File: src/hw/rtl/bob_pkg.sv
package bob_pkg;

  localparam int GRID_W_DEF     = 256;
  localparam int GRID_H_DEF     = 256;
  localparam int COUNT_BITS_DEF = 32;

  localparam int FRAC    = 28;
  localparam int Z_BITS  = 34;
  localparam int M_BITS  = 31;
  localparam int P_BITS  = 62;

  localparam logic [15:0] ITER_LIM_RST = 16'd10000;
  localparam logic [15:0] SCALE_X_RST  = 16'd91;
  localparam logic [15:0] SCALE_Y_RST  = 16'd98;
  localparam logic [30:0] OFFSET_X_RST = 31'd536870912;
  localparam logic [30:0] OFFSET_Y_RST = 31'd348966093;

  typedef enum logic [2:0] {
    CFG_ITER_LIM = 3'd0,
    CFG_SCALE_X  = 3'd1,
    CFG_SCALE_Y  = 3'd2,
    CFG_OFFSET_X = 3'd3,
    CFG_OFFSET_Y = 3'd4
  } cfg_idx_t;

  typedef enum logic [0:0] {
    FUNC_TRACE = 1'b0,
    FUNC_READ  = 1'b1
  } func_t;

  typedef struct packed {
    logic               func;
    logic signed [31:0] c_real;
    logic signed [31:0] c_imag;
    logic [7:0]         bin_x;
    logic [7:0]         bin_y;
  } in_item_t;

  typedef struct packed {
    logic        escaped;
    logic [15:0] iter_count;
    logic [31:0] bin_count;
  } out_item_t;

  typedef enum logic [3:0] {
    ST_CLR,
    ST_IDLE,
    ST_E_MUL,
    ST_E_TST,
    ST_E_ADV,
    ST_O_MUL,
    ST_O_RD,
    ST_O_WR,
    ST_R_RD,
    ST_DONE
  } state_t;

  typedef struct packed {
    logic clr;
    logic load;
    logic mul;
    logic adv;
    logic esc_set;
    logic orb_start;
    logic rd_bin;
    logic wr_bin;
    logic rd_req;
    logic out_load;
  } cmd_t;

  typedef struct packed {
    logic clr_last;
    logic func;
    logic max_zero;
    logic outside;
    logic n_at_max;
    logic j_last;
    logic out_free;
  } sts_t;

endpackage

File: src/hw/rtl/bob_ctrl.sv
module bob_ctrl (
  input  logic          clk,
  input  logic          rst,
  input  logic          in_valid,
  output logic          in_stall,
  input  bob_pkg::sts_t sts,
  output bob_pkg::cmd_t cmd
);

  bob_pkg::state_t state, state_next;

  always_ff @(posedge clk) begin
    if (rst) begin
      state <= bob_pkg::ST_CLR;
    end else begin
      state <= state_next;
    end
  end

  always_comb begin
    state_next = state;
    cmd        = '0;
    in_stall   = 1'b1;
    case (state)
      bob_pkg::ST_CLR: begin
        cmd.clr = 1'b1;
        if (sts.clr_last) state_next = bob_pkg::ST_IDLE;
      end
      bob_pkg::ST_IDLE: begin
        in_stall = 1'b0;
        if (in_valid) begin
          cmd.load = 1'b1;
          if (sts.func == bob_pkg::FUNC_READ) state_next = bob_pkg::ST_R_RD;
          else if (sts.max_zero) state_next = bob_pkg::ST_DONE;
          else state_next = bob_pkg::ST_E_MUL;
        end
      end
      bob_pkg::ST_E_MUL: begin
        cmd.mul    = 1'b1;
        state_next = bob_pkg::ST_E_TST;
      end
      bob_pkg::ST_E_TST: begin
        if (sts.outside) begin
          cmd.esc_set   = 1'b1;
          cmd.orb_start = 1'b1;
          state_next    = bob_pkg::ST_O_MUL;
        end else if (sts.n_at_max) begin
          state_next = bob_pkg::ST_DONE;
        end else begin
          state_next = bob_pkg::ST_E_ADV;
        end
      end
      bob_pkg::ST_E_ADV: begin
        cmd.adv    = 1'b1;
        state_next = bob_pkg::ST_E_MUL;
      end
      bob_pkg::ST_O_MUL: begin
        cmd.mul    = 1'b1;
        state_next = bob_pkg::ST_O_RD;
      end
      bob_pkg::ST_O_RD: begin
        cmd.rd_bin = 1'b1;
        state_next = bob_pkg::ST_O_WR;
      end
      bob_pkg::ST_O_WR: begin
        cmd.wr_bin = 1'b1;
        state_next = sts.j_last ? bob_pkg::ST_DONE : bob_pkg::ST_O_MUL;
      end
      bob_pkg::ST_R_RD: begin
        cmd.rd_req = 1'b1;
        state_next = bob_pkg::ST_DONE;
      end
      bob_pkg::ST_DONE: begin
        if (sts.out_free) begin
          cmd.out_load = 1'b1;
          state_next   = bob_pkg::ST_IDLE;
        end
      end
      default: state_next = bob_pkg::ST_CLR;
    endcase
  end

endmodule

File: config.mk
export PLATFORM = sky130hd
export DESIGN_NAME = bob_ctrl
export DESIGN_NICKNAME = d
export VERILOG_FILES = /design/src/hw/rtl/bob_pkg.sv /design/src/hw/rtl/bob_ctrl.sv
export SDC_FILE = /design/constraint.sdc
export NUM_CORES = 1
export LEC_CHECK = 0
export CAP_MARGIN = 25
export CELL_PAD_IN_SITES_DETAIL_PLACEMENT = 0
export CELL_PAD_IN_SITES_GLOBAL_PLACEMENT = 1
export CORE_AREA = 2 2 39 41
export CTS_BUF_LIST = sky130_fd_sc_hd__clkbuf_16
export DETAILED_ROUTE_END_ITERATION = 16
export DIE_AREA = 0 0 41 43
export DONT_BUFFER_PORTS = 1
export PLACE_DENSITY = 0.66
export SLEW_MARGIN = 10
export SYNTH_ARGS = -nofsm -noshare
export SYNTH_HDL_FRONTEND = slang
export SYNTH_SLANG_ARGS = --single-unit
File: constraint.sdc
create_clock -name clk -period 3.65 [get_ports clk]
set_input_delay 0.5475 -clock clk [delete_from_list [all_inputs] [get_ports clk]]
set_output_delay 0.5475 -clock clk [all_outputs]
set_load 0.02 [all_outputs]
==> results by group <==
Timing
  • Final hold viol count: 0
  • Final period util: 62.51%
  • Fin crit period: approximately 2.3 ns
  • Setup-failing EPs final: 0
  • RSZ-0062 raised after global routing: no
  • Final Max Slew Viols: 0
  • F_max: 438.3 MHz
  • Rel. slew slack: 53.18%
  • Least-Margin Pin Slew: 0.7008 ns
  • WHS: between 0.3 and 0.4 ns
  • Setup TNS: 0 ns
  • Skew final: 0.001217 ns

Critical path
  • Reg2reg start: state[0]$_SDFFE_PP0P_
  • Worst Setup End Kind: output port
  • CP Max Fanout: 13
  • Data arrival, critical path: 1.73 ns
  • Crit path from: state[3]$_SDFFE_PP0P_
  • Setup crit start kind: flop
  • Worst EP required: between 3 and 4 ns
  • Timing endpoint of the critical path: cmd[1]
  • Worst R2R End: state[1]$_SDFFE_PP0P_
  • FF-to-FF path depth: 4
  • CP Class: reg -> out
  • Worst reg-to-reg setup slack: 1.87 ns

Run
  • Max_cap viols: 0

Yosys
  • Main area contributors after synthesis: dfxtp_1 18%, and3_1 7.1%, nor2b_1 7.1%
  • Avg Synthesized Cell Area: roughly 8 um^2
  • Cell Area, Synth: 440.4 um^2
  • Mapped Nets: 65
  • Xor and xnor fraction of the mapped netlist area: 0%
  • Compound-Gate Fraction of Synth Area: a little under a fifth
  • Largest family of logic cells by synthesized area: simple AND/OR/NAND/NOR gates
  • Yosys reg bits: 4
  • Sequential area share after synthesis: a little under a fifth
  • Synth top cells by count: 5 x and3_1, 5 x nor2b_1, 4 x dfxtp_1, 4 x nand2b_1, 4 x nor2_1
  • Post-synthesis adder-cell area fraction: 0%
  • EDFF count, synth: 0
  • Post-synth top area share: 18.18%
  • Mux cell area share after synthesis: 9.375%
  • Most used DFF post-synth: dfxtp_1
  • Synth area leader: dfxtp_1
  • Post-Synthesis Cells: 55
  • Synth cell types: 27
  • Ys Warns: 0
  • Area share of and/or/nand/nor cells after synthesis: a little under half
  • FFs w/ async S/R, synth: 0%

Layout
  • Finished Layout Cells: 69
  • Synthesis-to-layout area growth: 15.63%
  • Max reg flops: 4
  • Antenna diodes: 0
  • Share of layout cells above drive strength 1: 16.98%
  • Final nets: 65
  • Regs by FF count: state: 4 flops
  • Biggest register: state

GRT
  • Vias in the first global route: between 300 and 400
  • GRT overflow: 0
  • First-pass GRT wire length: 1559 um
  • Largest net degree at the start of global routing: 18
  • Initial antenna violation count: 0
  • GR Util All Layers: between 10 and 15%

Power and ir drop
  • Flop pwr share: 21.2%
  • VDD IR max: between 0.0003 and 0.0004 V
  • Clock Power Share: 60.6%
  • Total power: 0.2840 mW
  • P_leak: approximately 0.19 nW
  • Switch Pwr: around 0.073 mW
  • PD cells: between 500 and 600 nW/um^2
  • Logic pwr share: between 10% and 20%
  • Sw frac: about a quarter
  • Power Internal: between 0.2 and 0.25 mW

Clock tree
  • Clk slew on worst S/H paths: around 0.03 ns
  • Setup bufs post-CTS: 0
  • Post-CTS Resized: 0
  • Clock sink count: 4
  • CTS tree: done
  • Max Root-Sink Buffers: 2
  • Num CTS Buffers: 3
  • Root buf cell: clkbuf_16
  • Worst skew pair latency: 0.23 ns
  • Post-CTS Hold Fix Bufs: 0
  • H-tree levels: 1

Drt
  • DR vias/cell: 5.942
  • Detailed Routing Iterations Pass 1: 4
  • 1st-iter DRT viols: 15
  • Drt drc: 0
  • Vias: 410
  • Routed wire length: 1036 um
  • Post-DRT Antenna Nets: 0
  • Avg WL per Cell: 15.01 um

Die
  • I/O pin count: 21
  • Core area: 1384 um^2
  • Die X: 41 um
  • Die footprint: 1763 um^2
  • Initial Util: about a third
  • Die Ht: 43 um
  • Rows: 14

Place
  • Post-DP HPWL: 777.5 um
  • Count of port buffers added during placement: 0
  • Inst Count DP: 66
  • GPL Wtd Cong: roughly 0.75

Status
  • Status: complete, no violations

Hold path
  • Hold wc startpoint: rst
  • Worst Hold Class: in -> reg
cell type report:
type                       instances  area, um^2
multi-input combinational         46       334.1
sequential                         4       80.08
tap                               16       20.02
clock buffer                       3       75.07
fill                             143       874.6
cell usage in the layout, fill, tap and decap left out, types with 2 or more instances in the layout:
master / count
nor2_1: 4
nand2_1: 3
o21ai_1: 2
nor3_1: 2
and3_1: 5
clkbuf_16: 3
o21ai_0: 2
nand2b_1: 4
mux2i_1: 3
nor2b_1: 5
dfxtp_1: 4
a32oi_1: 2
nor3b_1: 2
layer usage:
layer | vias to the layer above | global-route usage [%] | part of all wire, %
li1 | 203 | - | -
met1 | 187 | 17.36 | 41
met2 | 18 | 18.13 | 46
met3 | 2 | 5.236 | 10
met4 | 0 | 8.000 | 2.6
met5 | - | 0 | 0
worst min-delay path by stage:
stage | to | slack, ns | depth (start not counted)
floorplan | state[1]$_SDFFE_PP0P_ | 0.62 | 2
global placement | state[0]$_SDFFE_PP0P_ | 0.63 | 1
detailed placement | state[2]$_SDFFE_PP0P_ | 0.63 | 1
CTS | state[2]$_SDFFE_PP0P_ | 0.39 | 1
global route | state[2]$_SDFFE_PP0P_ | 0.39 | 1
finish | state[2]$_SDFFE_PP0P_ | 0.40 | 1
logic make-up (layout without fill, tap and decap cells):
group,after synthesis,in the layout
and+or+nand+nor,32,32
AOI/OAI and AO/OA,10,10
buffers and inverters,5,3
muxes,4,4
DFF,4,4
per-stage QoR:
stage | setup slack (ns) | util (%) | instance area, um^2
2_1_floorplan | 1.813 | - | 440.4
3_3_place_gp | 1.597 | 31.37 | 434.2
3_5_place_dp | 1.596 | 31.37 | 434.2
4_1_cts | 1.348 | 36.80 | 509.2
5_1_grt | 1.251 | 36.80 | 509.2
6_report | 1.368 | 36.80 | 509.2
worst max-delay path, cell delays in order, from the launching register on:
cell and delay [ns]:
dfxtp_1 0.58, nor2b_1 0.30, nor3b_1 0.62
power by group through the flow:
stage	combinational [mW]	clock (mW)	sequential (mW)
4_1_cts	0.0524	0.176	0.0599
3_5_place_dp	0.0521	0	0.0605
5_1_grt	0.0569	0.177	0.0618
6_report	0.0518	0.172	0.0601
2_1_floorplan	0.0539	0	0.0517
3_3_place_gp	0.0522	0	0.0607
Power figures use the tool's default switching activity.
